===== src/encoder_position_speed_meter_assert.svh =====
// Assertion macros for the encoder position and speed meter.
`ifndef ENCODER_POSITION_SPEED_METER_ASSERT_SVH
`define ENCODER_POSITION_SPEED_METER_ASSERT_SVH

// Same-cycle implication.
`define EPSM_ASSERT_NOW(label, ante, cons, msg) \
  label: assert property (@(posedge clk) disable iff (!rst_n) (ante) |-> (cons)) \
    else $error(msg);

// Next-cycle implication.
`define EPSM_ASSERT_NEXT(label, ante, cons, msg) \
  label: assert property (@(posedge clk) disable iff (!rst_n) (ante) |=> (cons)) \
    else $error(msg);

`endif


===== src/epsm_pkg.sv =====
// Shared constants and types of the encoder position and speed meter.
package epsm_pkg;

  localparam int CHANNELS  = 6;
  localparam int CH_AW     = (CHANNELS > 1) ? $clog2(CHANNELS) : 1;
  localparam int CH_W      = 3;
  localparam int PPR_W     = 16;
  localparam int EL_W      = 32;
  localparam int DATA_W    = 32;
  localparam int FRAC_BITS = 8;

  localparam int US_W      = 26;
  localparam logic [US_W-1:0] US_PER_MIN = US_W'(60000000);
  localparam int PROD_W    = DATA_W + US_W;
  localparam int NUM_W     = PROD_W + FRAC_BITS;
  localparam int DEN_W     = PPR_W + EL_W;
  localparam int Q_W       = DATA_W - 1;
  localparam int HI_W      = NUM_W - Q_W;
  localparam int CNT_W     = $clog2(Q_W + 1);

  localparam logic [16:0] W_KEEP = 17'd55706;
  localparam logic [12:0] W_RAW  = 13'd4915;
  localparam int P1_W  = 50;
  localparam int P2_W  = 47;
  localparam int SUM_W = 51;
  localparam logic [SUM_W-1:0] ROUND_HALF = SUM_W'(32768);

  localparam logic [DATA_W-1:0] RAW_MAX = 32'h7FFF_FFFF;
  localparam logic [DATA_W-1:0] RAW_MIN = 32'h8000_0000;

  localparam logic [PPR_W-1:0] PPR_RESET = PPR_W'(1);

  localparam logic OP_EDGE   = 1'b0;
  localparam logic OP_UPDATE = 1'b1;

  typedef struct packed {
    logic [DATA_W-1:0] smoothed;
    logic [DATA_W-1:0] last_raw;
    logic [DATA_W-1:0] pos_last;
    logic [DATA_W-1:0] count;
  } epsm_entry_t;

  typedef struct packed {
    logic done;
    logic sat;
  } epsm_div_st_t;

endpackage


===== src/epsm_div.sv =====
// Restoring divider, one quotient bit per cycle, with overflow detection.
module epsm_div (
  input  logic                       clk,
  input  logic                       rst_n,
  input  logic                       start,
  input  logic [epsm_pkg::NUM_W-1:0] num,
  input  logic [epsm_pkg::DEN_W-1:0] den,
  output epsm_pkg::epsm_div_st_t     st,
  output logic [epsm_pkg::Q_W-1:0]   quo
);
  import epsm_pkg::*;

  logic                busy_r;
  logic                done_r;
  logic                sat_r;
  logic [CNT_W-1:0]    cnt_r;
  logic [DEN_W-1:0]    rem_r;
  logic [DEN_W-1:0]    den_r;
  logic [Q_W-1:0]      low_r;
  logic [Q_W-1:0]      q_r;

  logic [HI_W-1:0]     hi;
  logic [DEN_W:0]      trial;
  logic [DEN_W:0]      diff;
  logic                fits;

  assign hi    = num[NUM_W-1:Q_W];
  assign trial = {rem_r, low_r[Q_W-1]};
  assign diff  = trial - {1'b0, den_r};
  assign fits  = trial >= {1'b0, den_r};

  always_ff @(posedge clk) begin
    if (!rst_n) begin
      busy_r <= 1'b0;
      done_r <= 1'b0;
    end else begin
      done_r <= 1'b0;
      if (start) begin
        busy_r <= 1'b1;
        rem_r  <= DEN_W'(hi);
        den_r  <= den;
        low_r  <= num[Q_W-1:0];
        sat_r  <= DEN_W'(hi) >= den;
        cnt_r  <= CNT_W'(Q_W);
        q_r    <= '0;
      end else if (busy_r) begin
        if (sat_r || cnt_r == '0) begin
          busy_r <= 1'b0;
          done_r <= 1'b1;
        end else begin
          rem_r <= fits ? diff[DEN_W-1:0] : trial[DEN_W-1:0];
          q_r   <= {q_r[Q_W-2:0], fits};
          low_r <= {low_r[Q_W-2:0], 1'b0};
          cnt_r <= cnt_r - CNT_W'(1);
        end
      end
    end
  end

  assign st.done = done_r;
  assign st.sat  = sat_r;
  assign quo     = q_r;

endmodule

===== config.mk =====
export PLATFORM = sky130hd
export DESIGN_NAME = epsm_div
export DESIGN_NICKNAME = d
export VERILOG_FILES = /design/src/encoder_position_speed_meter_assert.svh /design/src/epsm_pkg.sv /design/src/epsm_div.sv
export SDC_FILE = /design/constraint.sdc
export NUM_CORES = 1
export LEC_CHECK = 0
export BUFFER_PORTS_ARGS = -buffer_cell sky130_fd_sc_hd__clkbuf_2
export CORE_MARGIN = 8
export CORE_UTILIZATION = 55
export DETAILED_ROUTE_END_ITERATION = 10
export GPL_TIMING_DRIVEN = 1
export PLACE_DENSITY = 0.77
export SLEW_MARGIN = 20
export SYNTH_ARGS = -nofsm -noshare
export SYNTH_HDL_FRONTEND = slang
export SYNTH_SLANG_ARGS = --single-unit

===== constraint.sdc =====
create_clock -name clk -period 5.6 [get_ports clk]
set_input_delay 0.28 -clock clk [delete_from_list [all_inputs] [get_ports clk]]
set_output_delay 0.28 -clock clk [all_outputs]
set_load 0.01 [all_outputs]

# Word level (Yosys, flattened, before mapping)
# Index checks and enable logic that the tools add are counted.
dict set report classes {
  add_sub_neg 2
  mul 0
  div_mod_pow 0
  n_lt_le_gt_ge 2
  n_eq_ne 1
  shift 0
  mux 15
  bitwise_logic 2
  reduce_logical 6
}
# cell count
set ops {}
lappend ops {{2-to-1 mux 31 bit} 5}
lappend ops {{2-to-1 mux 48 bit} 3}
lappend ops {{greater-or-equal comparator 49 x 48 -> 1 bit} 1}
lappend ops {{greater-or-equal comparator 35 x 48 -> 1 bit} 1}
lappend ops {{subtractor 48 bit} 1}
lappend ops {{2-to-1 mux 35 bit} 1}
lappend ops {{2-to-1 mux 5 bit} 2}
lappend ops {{zero test 5 bit} 1}
lappend ops {{subtractor 5 x 1 -> 5 bit (second input constant)} 1}
lappend ops {{2-to-1 mux 1 bit} 4}
lappend ops {{AND reduction 3 bit} 1}
lappend ops {{OR reduction 3 bit} 1}
lappend ops {{!= test 2 bit (second input constant)} 1}
lappend ops {{inverter 1 bit} 2}
lappend ops {{AND reduction 2 bit} 1}
lappend ops {{nonzero test 2 bit} 1}
lappend ops {{logical OR 1 bit} 1}
dict set report word_totals {
  ff_bits 166
  latchBits 0
  ram_bits 0
  rom_bits 0
  in_bits 117
  output_inout_bits 33
  word_cells 37
  n_memories 0
}

# Depth between registers and ports, before layout
# Gate-level depths: netlist (run 1).
dict set report depth {
  depth_word 5
  mapped_depth 14
  depth_no_buf 13
}

# Worst setup path after synthesis (run 1)
# OpenSTA, ideal clock, no wires.
dict set report synth_timing {
  kind {input -> register}
  startpoint {in start}
  endpoint {reg cnt_r[0], enable pin}
  setup_ns 0.432
  arrival_ns 3.731
  t_required_ns 5.168
  setup_slack_ns 1.437
  stages 4
  path_buffers 2
  path_cell_list {clkbuf_1 clkbuf_1 and2_1 a31o_2}
}
dict set report synth_between {
  elab_chain_len 2
  elab_cells_between_ends 3
  classes_between {1 x eq/ne; 2 x reduce/logical}
}
# item line
set synth_rtl {}
lappend synth_rtl {{from (decl)} epsm_div.sv:5} ;# input logic start,
lappend synth_rtl {{!= test 2 bit (no line) / nonzero test 2 bit (equally long branches)} n/a}
lappend synth_rtl {{AND reduction 3 bit (no line) *} n/a}
lappend synth_rtl {{to (signal assigned)} epsm_div.sv:44} ;# cnt_r <= CNT_W'(Q_W);
lappend synth_rtl {{to (signal assigned)} epsm_div.sv:54} ;# cnt_r <= cnt_r - CNT_W'(1);
lappend synth_rtl {{to (decl)} epsm_div.sv:16} ;# logic [CNT_W-1:0] cnt_r;
# Every way passes the cells marked *; elsewhere a longest branch is shown, timed or not.
# A chain may end at the register's enable or synchronous reset.

# Worst setup path after layout (run 1)
dict set report layout_timing {
  startpoint {reg rem_r[0]}
  endpoint {reg rem_r[33], data pin}
}
dict set report layout_between {
  elab_chain_len 5
  elab_cells_between_ends 6
  classes_between {1 x add/sub; 1 x order compare; 4 x mux}
}
# item line
set layout_rtl {}
lappend layout_rtl {{from (decl)} epsm_div.sv:17} ;# logic [DEN_W-1:0] rem_r;
lappend layout_rtl {{from (signal assigned)} epsm_div.sv:40} ;# rem_r <= DEN_W'(hi);
lappend layout_rtl {{from (signal assigned)} epsm_div.sv:51} ;# rem_r <= fits ? diff[DEN_W-1:0] : trial[DEN_W-1:0];
lappend layout_rtl {{subtractor 48 bit / greater-or-equal comparator 49 x 48 -> 1 bit (equally long branches)} {epsm_div.sv:29, epsm_div.sv:30}}
lappend layout_rtl {{2-to-1 mux 48 bit *} epsm_div.sv:51}
lappend layout_rtl {{2-to-1 mux 48 bit *} epsm_div.sv:47} ;# if (sat_r || cnt_r == '0) begin
lappend layout_rtl {{2-to-1 mux 48 bit *} epsm_div.sv:46} ;# end else if (busy_r) begin
lappend layout_rtl {{2-to-1 mux 35 bit *} epsm_div.sv:38} ;# if (start) begin
# Every way passes the cells marked *; elsewhere a longest branch is shown, timed or not. The select of a mux whose other input is x is not followed.

==> results of run 1 <==
[per-layer routing]
| layer | GRT usage (%) | routed length (um) |
|---|---|---|
| met2 | 33.9 | 11500 |
| met3 | 5.91 | 1770 |
| met4 | 7.05 | 479 |
| met5 | 0 | 0 |
| met1 | 26.0 | 10700 |
[state kept, by name, indices dropped and copies added, names as in the netlist]
name and count:
low_r 31, busy_r 1, sat_r 1, cnt_r 5, quo 31, done_r 1
den_r 48, rem_r 48
[final timing paths]
check | endpoint | slack, ns | from
worst max-delay path | rem_r[33] | 1.84 | rem_r[0]
worst min-delay path | den_r[32] | 0.03 | den[32]
worst max register to register | rem_r[33] | 1.84 | rem_r[0]
worst min register to register | done_r | 0.48 | busy_r
[logic make-up (layout without fill, tap and decap cells)]
kind of cell    Yosys count  after routing  share of synthesized area [%]
simple gates            281            281                           13.0
compound gates          256            256                           15.8
flops                   166            166                           46.8
buf+inv                 140            288                           5.72
fa+ha+maj                85             85                           10.1
mux                      51             51                           5.17
xor+xnor                 42             42                           3.47
[synthesized netlist by cell type (4+ instances only)]
| cell | number | share of area (%) |
|---|---|---|
| a211oi_1 | 5 | 0.35 |
| a21o_1 | 31 | 2.2 |
| a21o_2 | 4 | 0.33 |
| a21oi_1 | 91 | 4.3 |
| a221o_1 | 5 | 0.47 |
| a22o_1 | 4 | 0.33 |
| a31oi_1 | 6 | 0.35 |
| and2_1 | 4 | 0.24 |
| and3_1 | 4 | 0.24 |
| buf_4 | 6 | 0.42 |
| clkbuf_1 | 23 | 0.81 |
| edfxtp_1 | 164 | 46 |
| ha_1 | 84 | 9.9 |
| inv_1 | 99 | 3.5 |
| mux2_2 | 31 | 3.3 |
| mux2i_1 | 20 | 1.9 |
| nand2_1 | 75 | 2.7 |
| nand2b_1 | 4 | 0.24 |
| nand3_1 | 9 | 0.42 |
| nand4_1 | 17 | 1.0 |
| nor2_1 | 79 | 2.8 |
| nor2b_1 | 38 | 2.2 |
| nor3_1 | 17 | 0.80 |
| nor3b_1 | 10 | 0.71 |
| nor4_1 | 10 | 0.59 |
| o211ai_1 | 5 | 0.35 |
| o21a_1 | 10 | 0.71 |
| o21ai_0 | 51 | 2.4 |
| o21bai_1 | 9 | 0.64 |
| o31ai_1 | 5 | 0.35 |
| xnor2_1 | 27 | 2.2 |
| xor2_1 | 15 | 1.2 |
[final cells by class]
type	instances	share of cell area, %
multi-input combinational	715	41.6
sequential	166	40.8
timing repair buffer	157	6.85
clock buffer	17	3.50
inverter	99	3.06
tap	265	2.73
clock inverter	15	1.47
[per-stage QoR]
| stage | power, mW | hold WS (ns) |
|---|---|---|
| floorplan | 2.23 | 0.379 |
| global placement | 2.43 | 0.456 |
| detailed placement | 2.45 | 0.471 |
| CTS | 3.63 | 0.0108 |
| global route | 3.79 | 0.0198 |
| finish | 3.62 | 0.0313 |
[power by group through the flow]
stage	Sequential, mW	Combinational, mW	Clock [mW]
finish	1.51	0.924	1.18
global route	1.52	1.03	1.24
detailed placement	1.54	0.910	0
global placement	1.54	0.889	0
floorplan	1.54	0.689	0
CTS	1.51	0.921	1.20
[critical path: stages, from the launching register on]
cell       delay (ns)
edfxtp_1         0.44
ha_1             0.38
nor2b_1          0.16
o31a_1           0.27
o21a_1           0.22
o2111ai_2        0.30
a31oi_4          0.19
o31a_2           0.62
buf_4            0.33
and2_4           0.26
a221o_1          0.33
[cell usage in the layout (no fill, tap or decap), types with 6 or more instances in the layout]
master and count:
nor3b_1 10, buf_4 7, a31oi_1 6, a21oi_1 91, inv_1 98, nor2b_1 38
clkbuf_16 17, nor4_1 10, edfxtp_1 164, o21ai_0 51, nor3_1 17, nand3_1 9
xnor2_1 27, ha_1 84, o21a_1 10, o21bai_1 9, clkbuf_2 148, xor2_1 15
nand4_1 17, nor2_1 79, mux2_2 31, mux2i_1 20, nand2_1 75, a21o_1 31
==> impl_metrics.json, run 1 <==
{
  "status": "finished clean",
  "path_class": "reg2reg",
  "grt_pass1_wl_mm": 39.9,
  "max_freq_ghz": 0.266,
  "cts-root-buf": "clkbuf_16",
  "fin_crit_sh_pct": 67.2,
  "viasPerCell": 5.63,
  "setup_viol": 0,
  "fin_crit_ns": 3.76,
  "crit_required_ns": 5.78,
  "clock_power_share_pct": 32.6,
  "core_mm2": 0.0192,
  "cts_sinks": 166,
  "final_cell_area_mm2": 0.0122,
  "routabilityCongestion": 0.899,
  "yosys_most_used_dff": "edfxtp_1",
  "via_count": 8079,
  "track_usage_pct": 20.7,
  "diodes": 0,
  "instances_no_fill": 1434,
  "cts_resized": 0,
  "drtPass1Iterations": 6,
  "cts_tree": "yes",
  "yosysWarnings": 0,
  "antenna_found_initial": 0,
  "report.final.hold_viol_count": 0,
  "intPower_mw": 2.47,
  "syn-cell-area_mm2": 0.0106,
  "p_seq_share_pct": 41.9,
  "slew_violations": 0,
  "initial_utilization_pct": 55.3,
  "multi_input_area_mm2": 0.00505,
  "cp_max_fo": 30,
  "powerDensity_mw_per_mm2": 297,
  "ys_seq_elements": 166,
  "fin_nets": 1358,
  "switching_share_pct": 31.8,
  "dp_cells": 1402,
  "ios": 150,
  "grt-ovfl-total": 0,
  "seq_area_mm2": 0.00496,
  "critPathArrivalTime_ns": 3.95,
  "die_h_um": 155,
  "hpwlAfterDp_mm": 18.4,
  "drv_cap": 0,
  "first_iter_violations": 503,
  "setup_ws_ns": 1.84,
  "hold_buffers": 0,
  "slew_headroom_pct": 53.5,
  "cts.path.max_buffers": 2,
  "ctsHtreeMaxLevel": 4,
  "die_area_mm2": 0.0240,
  "endpoint_kind": "register",
  "worst_pin_slew_ns": 0.697,
  "ir_worst_vdd_mv": 0.235,
  "clk_latency_ns": 0.43,
  "syn_inst": 1021,
  "drc_errors": 0,
  "antenna_left": 0,
  "tns_ns": 0,
  "fin_worst_skew_ns": 0.00952,
  "grt_pass1_vias": 8044,
  "area_growth_syn_to_layout_pct": 14.6,
  "grt_start_max_net_pins": 62,
  "synth-seq-area-share_pct": 46.8,
  "rsz0062_at_grt": "no",
  "synth_fp_nets": 1223,
  "wire_per_inst_um": 17.1,
  "worstHoldPathCells": 1,
  "p_comb_share_pct": 25.5,
  "port_buffers": 149,
  "ys_async_sr_fraction_pct": 0,
  "fin_util_pct": 63.3,
  "synth-edff-count": 164,
  "placed_area_mm2": 0.0116,
  "yosys.cell_types.count": 68,
  "hp-class": "in2reg",
  "cts_setup_buffers": 0,
  "syn_area_per_cell_um2": 10.4,
  "startpoint_type": "register",
  "pre_cts_ws_ns": 1.90,
  "switchingPower_mw": 1.15,
  "rows": 51,
  "drive_above_1_share_pct": 20.8,
  "clk_pin_slew_ns": 0.08,
  "die_w_um": 155,
  "finalWirelength_mm": 24.5,
  "ff2ff_path_depth": 10,
  "fillers": 1588,
  "p_leak_nw": 5.25,
  "cts-buffers-inserted": 17
}
No activity file was read; power rests on OpenSTA's default activity.
==> inputs of run 2 (changes only) <==
CORE_UTILIZATION = 53   (was 55)
PLACE_DENSITY = 0.78   (was 0.77)
clock period = 3.2 ns   (was 5.6 ns; I/O delays follow)
==> impl_metrics.json, run 2 (synthesis gave the netlist of run 1 again) <==
{
  "status": "finished with violations",
  "violations": "negative setup slack",
  "cp_cell_sequence": "inv_1 > ha_2 > inv_2 > fa_2 > a21o_1 > a221o_2 > a31oi_4 > o31a_1 > or4_4 > buf_4 > a31oi_4 > o31ai_1 > mux2i_1 > o2bb2ai_1",
  "antenna_found_initial": 0,
  "powerDensity_mw_per_mm2": 501,
  "max_freq_ghz": 0.309,
  "drc_errors": 0,
  "timing.hold.ws_ns": 0.0149,
  "track_usage_pct": 21.8,
  "cp_max_fo": 3,
  "rsz0062_at_grt": "yes",
  "slew_violations": 0,
  "first_iter_violations": 730,
  "via_count": 8485,
  "fin_nets": 1435,
  "grt-ovfl-total": 0,
  "setup_viol": 3,
  "startpoint_type": "register",
  "die_w_um": 158,
  "worstHoldPathCells": 2,
  "setup_ws_ns": -0.0397,
  "cts_sinks": 166,
  "final_cell_mix": "edfxtp_1 (164), clkbuf_2 (148), inv_1 (97)",
  "worstHoldEndpoint": "low_r[0]",
  "drive_above_1_share_pct": 23.0,
  "crit_required_ns": 3.38,
  "clk_pin_slew_ns": 0.07,
  "ir_worst_vdd_mv": 0.431,
  "r2r_setup_slack_ns": -0.04,
  "dp_cells": 1427,
  "p_leak_nw": 5.62,
  "slowest_delay_ns": 0.40,
  "fin_crit_ns": 3.24,
  "worst_pin_slew_ns": 0.544,
  "ff2ff_path_depth": 14,
  "area_growth_syn_to_layout_pct": 22.1,
  "endpoint_kind": "register",
  "tns_ns": -0.0987,
  "crit_path_frequent_cell": "a31oi_4",
  "regToRegEndpoint": "rem_r[42]",
  "die_h_um": 158,
  "drtPass1Iterations": 5,
  "clk_latency_ns": 0.44,
  "grt_start_max_net_pins": 59,
  "die_area_mm2": 0.0248,
  "seq_area_mm2": 0.00496,
  "fin_util_pct": 66.2,
  "min_from": "num[0]",
  "grt_pass1_wl_mm": 42.7,
  "ios": 150,
  "report.final.hold_viol_count": 0,
  "viasPerCell": 5.62,
  "port_buffers": 149,
  "path_buf_inv": 3,
  "core_mm2": 0.0196,
  "r2r-start": "low_r[30]",
  "finalWirelength_mm": 26.6,
  "grt_pass1_vias": 8695,
  "multi_input_area_mm2": 0.00514,
  "diodes": 0,
  "ctsHtreeMaxLevel": 4,
  "wire_per_inst_um": 17.6,
  "fin_crit_sh_pct": 101,
  "initial_utilization_pct": 54.2,
  "cts.path.max_buffers": 2,
  "hp-class": "in2reg",
  "instances_no_fill": 1511,
  "final_cell_area_mm2": 0.0130,
  "antenna_left": 0,
  "slowest_stage": "edfxtp_1",
  "cts-root-buf": "clkbuf_16",
  "cts_tree": "yes",
  "fin_worst_skew_ns": 0.0116,
  "reg.largest.list": "den_r: 48 flops, rem_r: 48 flops",
  "rows": 51,
  "path_class": "reg2reg",
  "hpwlAfterDp_mm": 19.6,
  "drv_cap": 0,
  "crit_start": "low_r[30]",
  "placed_area_mm2": 0.0118,
  "fillers": 1524,
  "critPathArrivalTime_ns": 3.42,
  "final_common_cell": "edfxtp_1",
  "slew_headroom_pct": 63.2,
  "routabilityCongestion": 0.892,
  "crit_family": "compound AO/OA/AOI/OAI gates",
  "cts-buffers-inserted": 17
}
[run 2: changes by cell type in the layout (fill, tap and decap cells not counted), sizes merged]
cell,change
buf,+28
dlygate4sd3,+49
clkinv,-6
clkbuf,+1
clkinvlp,+4
bufinv,+1
[run 2: worst max-delay path by stage]
| stage | endpoint | cells past startpoint |
|---|---|---|
| global placement | rem_r[28] | 13 |
| CTS | rem_r[40] | 13 |
| detailed placement | rem_r[28] | 13 |
| global route | rem_r[40] | 13 |
| finish | rem_r[42] | 14 |
| floorplan | rem_r[28] | 13 |
[run 2: area by class of cell]
class	count	area share [%]
clock buffers	18	3.31
clock inverters	14	1.10
inverters	99	2.87
multi-input cells	715	39.6
flip-flops and latches	166	38.3
well taps	265	2.56
repair buffers	234	12.2
[run 2: worst register-to-register path, delay by kind of cell (launching register included)]
kind | cells | cell delay [ns]
adders and majority gates | 2 | 0.54
and+or+nand+nor | 1 | 0.15
AOI/OAI and AO/OA | 7 | 1.54
muxes | 1 | 0.14
DFF | 1 | 0.40
buffers and inverters | 3 | 0.23
[run 2: routing by layer]
metal	wire length, um	vias up	GRT usage [%]
li1	-	4134	-
met1	11300	4015	27.1
met2	12600	301	35.9
met3	2070	35	6.28
met4	546	0	7.16
met5	0	-	0
[run 2: per-stage QoR]
step                setup slack, ns  power (mW)
floorplan                    0.0529        3.90
global placement            -0.0745        4.36
detailed placement           -0.167        4.40
CTS                         -0.0254        6.49
global route                 -0.159        6.79
finish                      -0.0397        6.50
[run 2: power by group]
group	internal, mW	total [mW]	switching (mW)	leakage, nW
Clock	1.10	2.03	0.931	0.270
Combinational	0.801	1.82	1.02	3.79
Sequential	2.59	2.65	0.0637	1.56
Total	4.49	6.50	2.01	5.62
[run 2: repair_timing]
action,CTS,global route
setup buffers,3,0
cloned,0,0
endpoints found under the setup margin,6,22
resized for setup,6,14
pin swaps,5,8
hold buffers,49,0
endpoints found under the hold margin,49,0
